$ cat config.mk
export PLATFORM = sky130hd
export DESIGN_NAME = midi_controller_source_mapper
export DESIGN_NICKNAME = d
export VERILOG_FILES = /design/src/rtl/mcsm_pkg.sv /design/src/rtl/mcsm_front.sv /design/src/rtl/mcsm_back.sv /design/src/rtl/midi_controller_source_mapper.sv
export VERILOG_INCLUDE_DIRS = /design/src /design/src/rtl
export SDC_FILE = /design/constraint.sdc
export NUM_CORES = 2
export LEC_CHECK = 0
export BUFFER_PORTS_ARGS = -buffer_cell sky130_fd_sc_hd__buf_4
export CAP_MARGIN = 25
export CELL_PAD_IN_SITES_DETAIL_PLACEMENT = 0
export CELL_PAD_IN_SITES_GLOBAL_PLACEMENT = 1
export CORE_MARGIN = 2
export CORE_UTILIZATION = 55
export DETAILED_ROUTE_END_ITERATION = 8
export PLACE_DENSITY_LB_ADDON = 0.1
export SLEW_MARGIN = 20
export SYNTH_ARGS = -nofsm -noshare
export SYNTH_HDL_FRONTEND = slang
export SYNTH_HIERARCHICAL = 1
export SYNTH_SLANG_ARGS = --single-unit
$ cat constraint.sdc
create_clock -name clock -period 7.7 [get_ports clock]
set_input_delay 1.54 -clock clock [delete_from_list [all_inputs] [get_ports clock]]
set_output_delay 1.54 -clock clock [all_outputs]
set_load 0.02 [all_outputs]
$ cat src/rtl/assert_macros.svh
// assertion macros shared by the source mapper rtl
`ifndef ASSERT_MACROS_SVH
`define ASSERT_MACROS_SVH

// plain property checked on every clock edge outside reset
`define MCSM_ASSERT(lbl, prop, msg) \
   lbl: assert property (@(posedge clock) disable iff (reset) (prop)) \
      else $error(msg);

// consequent checked in the same cycle as the antecedent
`define MCSM_ASSERT_IMPL(lbl, ante, cons, msg) \
   lbl: assert property (@(posedge clock) disable iff (reset) (ante) |-> (cons)) \
      else $error(msg);

// consequent checked in the cycle after the antecedent
`define MCSM_ASSERT_NEXT(lbl, ante, cons, msg) \
   lbl: assert property (@(posedge clock) disable iff (reset) (ante) |=> (cons)) \
      else $error(msg);

`endif

$ cat src/rtl/mcsm_pkg.sv
// shared types and constants of the midi controller source mapper
`default_nettype none

package mcsm_pkg;

   // poly aftertouch slot store
   localparam int NOTE_SLOTS = 128;
   localparam int SLOT_W     = (NOTE_SLOTS > 1) ? $clog2(NOTE_SLOTS) : 1;

   // request queue between front and back
   localparam int FIFO_DEPTH = 2;
   localparam int PTR_W      = (FIFO_DEPTH > 1) ? $clog2(FIFO_DEPTH) : 1;
   localparam int CNT_W      = $clog2(FIFO_DEPTH + 1);

   // source codes and level constants
   localparam logic [7:0]  SRC_PRESSURE = 8'd128;
   localparam logic [7:0]  SRC_PITCH    = 8'd129;
   localparam logic [7:0]  SRC_RESET    = 8'd1;
   localparam logic [16:0] LEVEL_ONE    = 17'd65536;
   localparam logic [6:0]  DATA7_MAX    = 7'd127;

   // event op codes on the request port
   typedef enum logic [2:0] {
      OP_CONTROLLER = 3'd0,
      OP_PRESSURE   = 3'd1,
      OP_POLY       = 3'd2,
      OP_PITCH      = 3'd3,
      OP_NOTE_OFF   = 3'd4,
      OP_OTHER      = 3'd5
   } op_type;

   // classified event kinds handed to the back end
   typedef enum logic [2:0] {
      KIND_CONTROLLER,
      KIND_PRESSURE,
      KIND_POLY,
      KIND_PITCH,
      KIND_NOTE_OFF,
      KIND_NONE
   } kind_type;

   // configuration register indexes
   typedef enum logic [1:0] {
      CSR_SOURCE_SELECT  = 2'd0,
      CSR_INVERT_OUTPUT  = 2'd1,
      CSR_LEARN_ON_START = 2'd2
   } csr_index_type;

   // one classified request; data is already saturated for 7-bit events
   typedef struct packed {
      kind_type    kind;
      logic [6:0]  number;
      logic [13:0] data;
   } item_type;

   // head of the request queue as seen by the back end
   typedef struct packed {
      logic     valid;
      item_type item;
   } queue_type;

   // configuration write
   typedef struct packed {
      logic          we;
      csr_index_type index;
      logic [7:0]    wdata;
   } csr_write_type;

endpackage

`default_nettype wire

$ cat src/rtl/mcsm_front.sv
// front end: classifies incoming requests and queues them for the back end
`default_nettype none
`include "assert_macros.svh"

module mcsm_front (
   input  wire logic                clock,
   input  wire logic                reset,
   input  wire logic                push,
   output logic                     full,
   input  wire logic [2:0]          op,
   input  wire logic [6:0]          number,
   input  wire logic [13:0]         value,
   output mcsm_pkg::queue_type      q_out,
   input  wire logic                q_pop
);

   mcsm_pkg::item_type                 fifo_ff [mcsm_pkg::FIFO_DEPTH];
   logic [mcsm_pkg::PTR_W-1:0]         wr_ptr_ff, wr_ptr_in;
   logic [mcsm_pkg::PTR_W-1:0]         rd_ptr_ff, rd_ptr_in;
   logic [mcsm_pkg::CNT_W-1:0]         count_ff, count_in;
   mcsm_pkg::item_type                 item_cls;
   logic                               push_ok;
   logic                               pop_ok;

   // classify the op and saturate 7-bit data values
   always_comb begin
      item_cls.number = number;
      item_cls.data   = value;
      unique case (mcsm_pkg::op_type'(op))
         mcsm_pkg::OP_CONTROLLER: item_cls.kind = mcsm_pkg::KIND_CONTROLLER;
         mcsm_pkg::OP_PRESSURE:   item_cls.kind = mcsm_pkg::KIND_PRESSURE;
         mcsm_pkg::OP_POLY:       item_cls.kind = mcsm_pkg::KIND_POLY;
         mcsm_pkg::OP_PITCH:      item_cls.kind = mcsm_pkg::KIND_PITCH;
         mcsm_pkg::OP_NOTE_OFF:   item_cls.kind = mcsm_pkg::KIND_NOTE_OFF;
         mcsm_pkg::OP_OTHER:      item_cls.kind = mcsm_pkg::KIND_NONE;
         default:                 item_cls.kind = mcsm_pkg::KIND_NONE;
      endcase
      if (item_cls.kind != mcsm_pkg::KIND_PITCH && value > 14'(mcsm_pkg::DATA7_MAX)) begin
         item_cls.data = 14'(mcsm_pkg::DATA7_MAX);
      end
   end

   // queue handshake
   assign full         = (count_ff == mcsm_pkg::CNT_W'(mcsm_pkg::FIFO_DEPTH));
   assign push_ok      = push && !full;
   assign q_out.valid  = (count_ff != '0);
   assign q_out.item   = fifo_ff[rd_ptr_ff];
   assign pop_ok       = q_pop && q_out.valid;

   // pointer and fill count update
   always_comb begin
      wr_ptr_in = wr_ptr_ff;
      rd_ptr_in = rd_ptr_ff;
      if (push_ok) begin
         if (wr_ptr_ff == mcsm_pkg::PTR_W'(mcsm_pkg::FIFO_DEPTH - 1)) begin
            wr_ptr_in = '0;
         end else begin
            wr_ptr_in = wr_ptr_ff + mcsm_pkg::PTR_W'(1);
         end
      end
      if (pop_ok) begin
         if (rd_ptr_ff == mcsm_pkg::PTR_W'(mcsm_pkg::FIFO_DEPTH - 1)) begin
            rd_ptr_in = '0;
         end else begin
            rd_ptr_in = rd_ptr_ff + mcsm_pkg::PTR_W'(1);
         end
      end
      count_in = count_ff + mcsm_pkg::CNT_W'(push_ok) - mcsm_pkg::CNT_W'(pop_ok);
   end

   always_ff @(posedge clock) begin
      if (reset) begin
         wr_ptr_ff <= '0;
         rd_ptr_ff <= '0;
         count_ff  <= '0;
      end else begin
         wr_ptr_ff <= wr_ptr_in;
         rd_ptr_ff <= rd_ptr_in;
         count_ff  <= count_in;
      end
   end

   // queue storage
   always_ff @(posedge clock) begin
      if (push_ok) begin
         fifo_ff[wr_ptr_ff] <= item_cls;
      end
   end

   `MCSM_ASSERT(a_count_bound, count_ff <= mcsm_pkg::CNT_W'(mcsm_pkg::FIFO_DEPTH), "queue overfilled")
   `MCSM_ASSERT_NEXT(a_count_up, push_ok && !pop_ok, count_ff == $past(count_ff) + mcsm_pkg::CNT_W'(1), "count missed a request")
   `MCSM_ASSERT_NEXT(a_count_down, pop_ok && !push_ok, count_ff == $past(count_ff) - mcsm_pkg::CNT_W'(1), "count missed a pop")

endmodule

`default_nettype wire

$ cat src/rtl/mcsm_back.sv
// back end: source state, learn, aftertouch slot scan, scaling and result register
`default_nettype none
`include "assert_macros.svh"

module mcsm_back (
   input  wire logic                   clock,
   input  wire logic                   reset,
   input  wire mcsm_pkg::csr_write_type csr,
   input  wire mcsm_pkg::queue_type    q_in,
   output logic                        q_pop,
   output logic                        out_empty,
   input  wire logic                   out_pop,
   output logic [16:0]                 target_level,
   output logic                        target_changed,
   output logic [7:0]                  active_source
);

   typedef enum logic [1:0] {
      S_IDLE,
      S_SCAN,
      S_EMIT
   } state_type;

   localparam logic [mcsm_pkg::SLOT_W:0] SCAN_END = (mcsm_pkg::SLOT_W + 1)'(mcsm_pkg::NOTE_SLOTS);

   // floor(v * 65536 / 127): 65536 = 127 * 516 + 4
   function automatic logic [16:0] scale7(input logic [6:0] v);
      logic [16:0] base;
      logic [8:0]  v4;
      logic [2:0]  corr;
      base = 17'(v) * 17'd516;
      v4   = {v, 2'b00};
      corr = {2'b00, v4 >= 9'd127} + {2'b00, v4 >= 9'd254}
           + {2'b00, v4 >= 9'd381} + {2'b00, v4 >= 9'd508};
      return base + 17'(corr);
   endfunction

   // floor(v * 65536 / 16383): 65536 = 16383 * 4 + 4
   function automatic logic [16:0] scale14(input logic [13:0] v);
      logic [15:0] v4;
      logic [2:0]  corr;
      v4   = {v, 2'b00};
      corr = {2'b00, v4 >= 16'd16383} + {2'b00, v4 >= 16'd32766}
           + {2'b00, v4 >= 16'd49149} + {2'b00, v4 >= 16'd65532};
      return 17'(v4) + 17'(corr);
   endfunction

   state_type                       state_ff, state_in;
   logic [7:0]                      source_now_ff, source_now_in;
   logic                            learning_ff, learning_in;
   logic                            invert_ff, invert_in;
   logic [16:0]                     level_ff, level_in;
   logic                            changed_ff, changed_in;
   logic [mcsm_pkg::NOTE_SLOTS-1:0] slot_valid_ff, slot_valid_in;
   logic [mcsm_pkg::SLOT_W:0]       scan_ff, scan_in;
   logic                            rd_live_ff, rd_live_in;
   logic                            rd_valid_ff, rd_valid_in;
   logic [6:0]                      best_ff, best_in;
   logic                            any_ff, any_in;
   logic                            out_full_ff, out_full_in;
   logic [16:0]                     out_level_ff, out_level_in;
   logic                            out_changed_ff, out_changed_in;
   logic [7:0]                      out_source_ff, out_source_in;

   logic [6:0]                      slot_mem [mcsm_pkg::NOTE_SLOTS];
   logic [6:0]                      rd_data_ff;
   logic                            mem_we;
   logic                            rd_en;

   mcsm_pkg::item_type              item;
   logic                            event_kind;
   logic [7:0]                      learn_src;
   logic [7:0]                      src_eff;
   logic                            match;
   logic                            in_range;
   logic [mcsm_pkg::SLOT_W-1:0]     note_idx;
   logic [mcsm_pkg::SLOT_W-1:0]     scan_idx;
   logic [16:0]                     direct_lvl;
   logic [16:0]                     poly_lvl;

   // decode of the queue head
   assign item     = q_in.item;
   assign note_idx = item.number[mcsm_pkg::SLOT_W-1:0];
   assign scan_idx = scan_ff[mcsm_pkg::SLOT_W-1:0];
   assign in_range = ({1'b0, item.number} < 8'(mcsm_pkg::NOTE_SLOTS));

   assign event_kind = (item.kind == mcsm_pkg::KIND_CONTROLLER)
                    || (item.kind == mcsm_pkg::KIND_PRESSURE)
                    || (item.kind == mcsm_pkg::KIND_POLY)
                    || (item.kind == mcsm_pkg::KIND_PITCH);

   // source captured by learn mode
   always_comb begin
      unique case (item.kind)
         mcsm_pkg::KIND_CONTROLLER: learn_src = {1'b0, item.number};
         mcsm_pkg::KIND_PITCH:      learn_src = mcsm_pkg::SRC_PITCH;
         default:                   learn_src = mcsm_pkg::SRC_PRESSURE;
      endcase
   end

   assign src_eff = (learning_ff && event_kind) ? learn_src : source_now_ff;

   assign match = ((item.kind == mcsm_pkg::KIND_CONTROLLER) && (src_eff == {1'b0, item.number}))
               || ((src_eff == mcsm_pkg::SRC_PRESSURE)
                   && ((item.kind == mcsm_pkg::KIND_PRESSURE) || (item.kind == mcsm_pkg::KIND_POLY)))
               || ((src_eff == mcsm_pkg::SRC_PITCH) && (item.kind == mcsm_pkg::KIND_PITCH));

   // level of a direct event and of the finished slot scan
   assign direct_lvl = (item.kind == mcsm_pkg::KIND_PITCH) ? scale14(item.data)
                                                           : scale7(item.data[6:0]);
   assign poly_lvl   = any_ff ? scale7(best_ff) : 17'd0;

   // sequencer
   always_comb begin
      state_in       = state_ff;
      source_now_in  = source_now_ff;
      learning_in    = learning_ff;
      invert_in      = invert_ff;
      level_in       = level_ff;
      changed_in     = changed_ff;
      slot_valid_in  = slot_valid_ff;
      scan_in        = scan_ff;
      rd_live_in     = rd_live_ff;
      rd_valid_in    = rd_valid_ff;
      best_in        = best_ff;
      any_in         = any_ff;
      out_full_in    = out_full_ff;
      out_level_in   = out_level_ff;
      out_changed_in = out_changed_ff;
      out_source_in  = out_source_ff;
      q_pop          = 1'b0;
      mem_we         = 1'b0;
      rd_en          = 1'b0;

      if (out_pop) begin
         out_full_in = 1'b0;
      end

      unique case (state_ff)
         S_IDLE: begin
            if (q_in.valid) begin
               q_pop      = 1'b1;
               changed_in = 1'b0;
               state_in   = S_EMIT;
               unique case (item.kind)
                  mcsm_pkg::KIND_NOTE_OFF: begin
                     if (in_range) begin
                        slot_valid_in[note_idx] = 1'b0;
                     end
                  end
                  mcsm_pkg::KIND_NONE: begin
                  end
                  default: begin
                     learning_in   = 1'b0;
                     source_now_in = src_eff;
                     if (match && item.kind == mcsm_pkg::KIND_POLY) begin
                        // store the note, then scan all slots for the maximum
                        if (in_range) begin
                           mem_we                  = 1'b1;
                           slot_valid_in[note_idx] = 1'b1;
                        end
                        scan_in    = '0;
                        best_in    = '0;
                        any_in     = 1'b0;
                        rd_live_in = 1'b0;
                        state_in   = S_SCAN;
                     end else if (match) begin
                        level_in   = invert_ff ? (mcsm_pkg::LEVEL_ONE - direct_lvl) : direct_lvl;
                        changed_in = 1'b1;
                     end
                  end
               endcase
            end
         end

         S_SCAN: begin
            // fold in the slot read last cycle
            if (rd_live_ff && rd_valid_ff) begin
               if (!any_ff || rd_data_ff > best_ff) begin
                  best_in = rd_data_ff;
               end
               any_in = 1'b1;
            end
            if (scan_ff < SCAN_END) begin
               rd_en       = 1'b1;
               rd_live_in  = 1'b1;
               rd_valid_in = slot_valid_ff[scan_idx];
               scan_in     = scan_ff + (mcsm_pkg::SLOT_W + 1)'(1);
            end else begin
               rd_live_in = 1'b0;
               if (!rd_live_ff) begin
                  level_in   = invert_ff ? (mcsm_pkg::LEVEL_ONE - poly_lvl) : poly_lvl;
                  changed_in = 1'b1;
                  state_in   = S_EMIT;
               end
            end
         end

         S_EMIT: begin
            if (!out_full_ff || out_pop) begin
               out_full_in    = 1'b1;
               out_level_in   = level_ff;
               out_changed_in = changed_ff;
               out_source_in  = source_now_ff;
               state_in       = S_IDLE;
            end
         end

         default: begin
            state_in = S_IDLE;
         end
      endcase

      // configuration writes
      if (csr.we) begin
         unique case (csr.index)
            mcsm_pkg::CSR_SOURCE_SELECT:  source_now_in = csr.wdata;
            mcsm_pkg::CSR_INVERT_OUTPUT:  invert_in     = csr.wdata[0];
            mcsm_pkg::CSR_LEARN_ON_START: learning_in   = csr.wdata[0];
            default: begin
            end
         endcase
      end
   end

   always_ff @(posedge clock) begin
      if (reset) begin
         state_ff      <= S_IDLE;
         source_now_ff <= mcsm_pkg::SRC_RESET;
         learning_ff   <= 1'b0;
         invert_ff     <= 1'b0;
         level_ff      <= mcsm_pkg::LEVEL_ONE;
         slot_valid_ff <= '0;
         rd_live_ff    <= 1'b0;
         any_ff        <= 1'b0;
         out_full_ff   <= 1'b0;
      end else begin
         state_ff      <= state_in;
         source_now_ff <= source_now_in;
         learning_ff   <= learning_in;
         invert_ff     <= invert_in;
         level_ff      <= level_in;
         slot_valid_ff <= slot_valid_in;
         rd_live_ff    <= rd_live_in;
         any_ff        <= any_in;
         out_full_ff   <= out_full_in;
      end
      changed_ff     <= changed_in;
      scan_ff        <= scan_in;
      rd_valid_ff    <= rd_valid_in;
      best_ff        <= best_in;
      out_level_ff   <= out_level_in;
      out_changed_ff <= out_changed_in;
      out_source_ff  <= out_source_in;
   end

   // slot store: one write and one registered read per cycle
   always_ff @(posedge clock) begin
      if (mem_we) begin
         slot_mem[note_idx] <= item.data[6:0];
      end
      if (rd_en) begin
         rd_data_ff <= slot_mem[scan_idx];
      end
   end

   // result ports
   assign out_empty      = !out_full_ff;
   assign target_level   = out_level_ff;
   assign target_changed = out_changed_ff;
   assign active_source  = out_source_ff;

   `MCSM_ASSERT(a_scan_bound, scan_ff <= SCAN_END || state_ff != S_SCAN, "slot scan ran past the store")
   `MCSM_ASSERT_NEXT(a_learn_ends, state_ff == S_IDLE && q_in.valid && event_kind && !csr.we, !learning_ff, "learn mode survived an event")
   `MCSM_ASSERT_IMPL(a_level_range, out_full_ff, out_level_ff <= mcsm_pkg::LEVEL_ONE, "level above one")

endmodule

`default_nettype wire

$ cat src/rtl/midi_controller_source_mapper.sv
// top level of the midi controller source mapper
`default_nettype none

// Maps one selected MIDI source (controller 0-127, 128 for channel pressure or
// poly aftertouch, 129 for pitch wheel) to a Q1.16 target level and returns one
// result per request with the level, a changed flag and the source in effect.
// A two-entry request queue decouples the request port from the back end, and
// a result register decouples the back end from the result port. Each request
// passes through the idle and emit states of the back end, except a matching
// poly aftertouch request, which first scans every slot of the aftertouch store
// in the scan state. Requests are worked one at a time. Slot occupancy lives
// in per-slot flags that reset clears at once, so there is no clearing pass
// after reset. Configuration writes are meant for an idle block: no request
// outstanding and no result waiting.
module midi_controller_source_mapper (
   input  wire logic        clock,
   input  wire logic        reset,
   input  wire logic        push,
   output logic             full,
   input  wire logic [2:0]  req_op,
   input  wire logic [6:0]  req_number,
   input  wire logic [13:0] req_value,
   output logic             empty,
   input  wire logic        pop,
   output logic [16:0]      rsp_target_level,
   output logic             rsp_target_changed,
   output logic [7:0]       rsp_active_source,
   input  wire logic        csr_we,
   input  wire logic [1:0]  csr_index,
   input  wire logic [7:0]  csr_wdata
);

   mcsm_pkg::queue_type     queue_head;
   logic                    queue_pop;
   mcsm_pkg::csr_write_type csr;

   // configuration write bundle
   assign csr.we    = csr_we;
   assign csr.index = mcsm_pkg::csr_index_type'(csr_index);
   assign csr.wdata = csr_wdata;

   // request classification and queue
   mcsm_front u_front (
      .clock  (clock),
      .reset  (reset),
      .push   (push),
      .full   (full),
      .op     (req_op),
      .number (req_number),
      .value  (req_value),
      .q_out  (queue_head),
      .q_pop  (queue_pop)
   );

   // source state, slot scan and result register
   mcsm_back u_back (
      .clock          (clock),
      .reset          (reset),
      .csr            (csr),
      .q_in           (queue_head),
      .q_pop          (queue_pop),
      .out_empty      (empty),
      .out_pop        (pop),
      .target_level   (rsp_target_level),
      .target_changed (rsp_target_changed),
      .active_source  (rsp_active_source)
   );

endmodule

`default_nettype wire

==> flow_metrics.tcl <==
set metrics [dict create \
    status "complete, no violations" \
    start_kind "register" \
    start_util_pct 55.5 \
    drt-wirelength-per-cell_um 30.0 \
    die_w_um 300 \
    finalCriticalPeriod_ps 6000 \
    synth-edff-count 994 \
    clock_latency_ps 710 \
    die_h_um 300 \
    place_area_sq_um 50100 \
    final_layout_size_suffix_gt1_share_pct 27.3 \
    power.switching_mw 3.86 \
    p_sw_share_pct 26.1 \
    cts_buffers 116 \
    irDropWorstVdd_uv 208 \
    synthFlopType "edfxtp_1" \
    drc 0 \
    ant_nets 0 \
    cts_root_buffer "clkbuf_16" \
    p_leak_nw 17.4 \
    cts_tree "built" \
    first_pass_iters 6 \
    setup_tns_ps 0 \
    synthTopCellsByCount "edfxtp_1, mux4_2, dfxtp_1" \
    power_frac_seq_pct 49.2 \
    yosys.area_share.adder_pct 0.634 \
    h-tree-depth 3 \
    hold_depth 0 \
    final_hold_viol_count 0 \
    area.growth.synth_to_final_pct 12.2 \
    rrSetupSlack_ps 1700 \
    cp_max_fo 69 \
    drt-initial-drc-count 2705 \
    relSlewSlack_pct 23.9 \
    min_to "u_back/target_level[2]" \
    hold_class "reg -> reg" \
    wl_mm 121 \
    r2r-end "u_back/level_ff[16]" \
    finalCritPeriodShare_pct 77.9 \
    core_sq_um 86800 \
    cts_setup_buffers 0 \
    post-dp-hpwl_mm 75.9 \
    crit_type "reg -> reg" \
    drv_cap 0 \
    grt_overflow 0 \
    finalSetupViolCount 0 \
    pin_count 67 \
    io_buffers 66 \
    synthTopCellsByArea "edfxtp_1, mux4_2, dfxtp_1" \
    clock_skew_ps 15.9 \
    grt.total_usage_pct 27.3 \
    nFillCells 6165 \
    worstHoldStart "u_back/level_ff[2]" \
    antenna_found_initial 6 \
    rsz0062_at_grt "no" \
    post_cts_resized 0 \
    clkTransAtPathRegs_ps 60 \
    synth_top_cell_by_area "edfxtp_1" \
    grt_pass1_wl_mm 179 \
    muxShareOfSynthArea_pct 16.5 \
    clock-sinks 1159 \
    yosys_warnings 6 \
    synth_nets 2769 \
    cts_buffer_depth 3 \
    synth.distinct_cells 83 \
    num_vias 26200 \
    drv_slew 0 \
    ff_latch_area_sq_um 33200 \
    power.internal_mw 10.9 \
    finalPower_mw 14.8 \
    synth-xor-area-share_pct 0.673 \
    cp-end-kind "register" \
    tightestPinTransition_ps 1140 \
    synth_top_area_share_pct 62.0 \
    grt_pass1_vias 26500 \
    synth_top_family_by_area "multiplexers" \
    fmax_mhz 167 \
    seq_area_frac_synth_pct 68.8 \
    multi_input_area_sq_um 14400 \
    row_count 108 \
    worstPathArrival_ps 6590 \
    postLayoutCellArea_sq_um 54100 \
    synth-simple-area-share_pct 5.56 \
    synth_compound_area_share_pct 5.86 \
    ys_seq_elements 1159 \
    p_comb_share_pct 12.6 \
    grt_max_degree 167 \
    cp.required_ps 8290 \
    die_area_sq_um 90000 \
    fin_nets 2846 \
    antenna_cells 0 \
    hold_buffers 0 \
    synthCells 2707 \
    async_flop_share_pct 0 \
    vias_per_cell 6.48 \
    clockPowerShare_pct 38.2 \
    place.gp.congestion 0.888 \
    r2r_cells 17 \
    syn_area_sq_um 48200 \
    syn_avg_cell_area_sq_um 17.8 \
    powerDensity_nw_per_um2 274 \
    yosysMostFrequentCell "edfxtp_1" \
]
==> through the flow <==
step / instances / hold WS [ps] / utilization [%] / setup WS [ps]
final: 4043 / 436 / 62.3 / 1700
after global routing: 4043 / 454 / 62.3 / 1180
after CTS: 4037 / 435 / 62.2 / 1680
after detailed placement: 3815 / 422 / 57.7 / 1760
after global placement: 3807 / 416 / 57.6 / 1860
after floorplan: 2707 / 400 / - / 1480
==> power groups by stage <==
| stage | clock (mW) | combinational, mW | sequential, mW |
|---|---|---|---|
| after floorplan | 0 | 1.07 | 7.45 |
| after global placement | 0 | 1.80 | 7.41 |
| after detailed placement | 0 | 1.83 | 7.41 |
| after CTS | 5.77 | 1.83 | 7.28 |
| after global routing | 6.01 | 1.99 | 7.28 |
| final | 5.66 | 1.87 | 7.28 |
==> critical path, cell delays in order, from the launching register on <==
cell      delay, ps
dfxtp_1         850
mux2_4          740
nand4_2         400
nor2_1          310
nand4_1         170
fa_1            410
inv_1            70
ha_1            140
ha_1            240
ha_1            220
and4b_1         260
a211oi_1         70
a211oi_1        600
nand4b_1        300
nor3_1          390
nand4_1         160
xnor2_1         200
a222oi_1        340
==> layout by cell type, fill, tap and decap left out, drive strengths merged, types with 8 or more instances in the layout <==
cell type / n
nand3: 42
bufinv: 13
buf: 136
o211ai: 10
mux2: 32
dfxtp: 165
nand2: 76
o21a: 119
mux4: 336
ha: 22
xnor2: 21
clkinvlp: 9
nor3: 139
edfxtp: 994
clkinv: 53
a21oi: 148
clkbuf: 142
and3: 8
o21ai: 29
a211oi: 26
and2: 19
or2: 15
nor2b: 19
xor2: 16
nor2: 100
inv: 39
a41oi: 17
nand4: 17
nand2b: 15
==> final cells by class <==
| cell class | instances | share of cell area [%] |
|---|---|---|
| Clock inverter | 80 | 1.46 |
| Tap cell | 1155 | 2.67 |
| Inverter | 34 | 0.236 |
| Sequential cell | 1159 | 61.3 |
| Multi-Input combinational cell | 1337 | 26.6 |
| Clock buffer | 142 | 5.68 |
| Timing Repair Buffer | 136 | 2.00 |
==> logic make-up (layout without fill, tap and decap cells) <==
group / Yosys count / after routing
muxes: 372 / 372
and+or+nand+nor: 485 / 485
adders and majority gates: 24 / 24
buffers and inverters: 211 / 392
xor gates and xnor gates: 37 / 37
AOI/OAI and AO/OA: 419 / 419
DFF: 1159 / 1159
==> layer usage <==
layer	GRT usage [%]	routed length [um]
met1	38.1	49300
met2	44.6	59500
met3	4.21	7900
met4	9.51	4350
met5	0	27
==> worst max path at each step <==
stage	slack (ps)	startpoint	endpoint	depth (start not counted)
6_report	1700	register	u_back/level_ff[16]	17
3_3_place_gp	1860	register	u_back/level_ff[13]	17
2_1_floorplan	1480	register	u_back/level_ff[13]	20
3_5_place_dp	1760	register	u_back/level_ff[13]	17
4_1_cts	1680	register	u_back/level_ff[16]	17
5_1_grt	1180	register	u_back/level_ff[16]	17
Note: power is estimated with default switching activity, not from simulation.
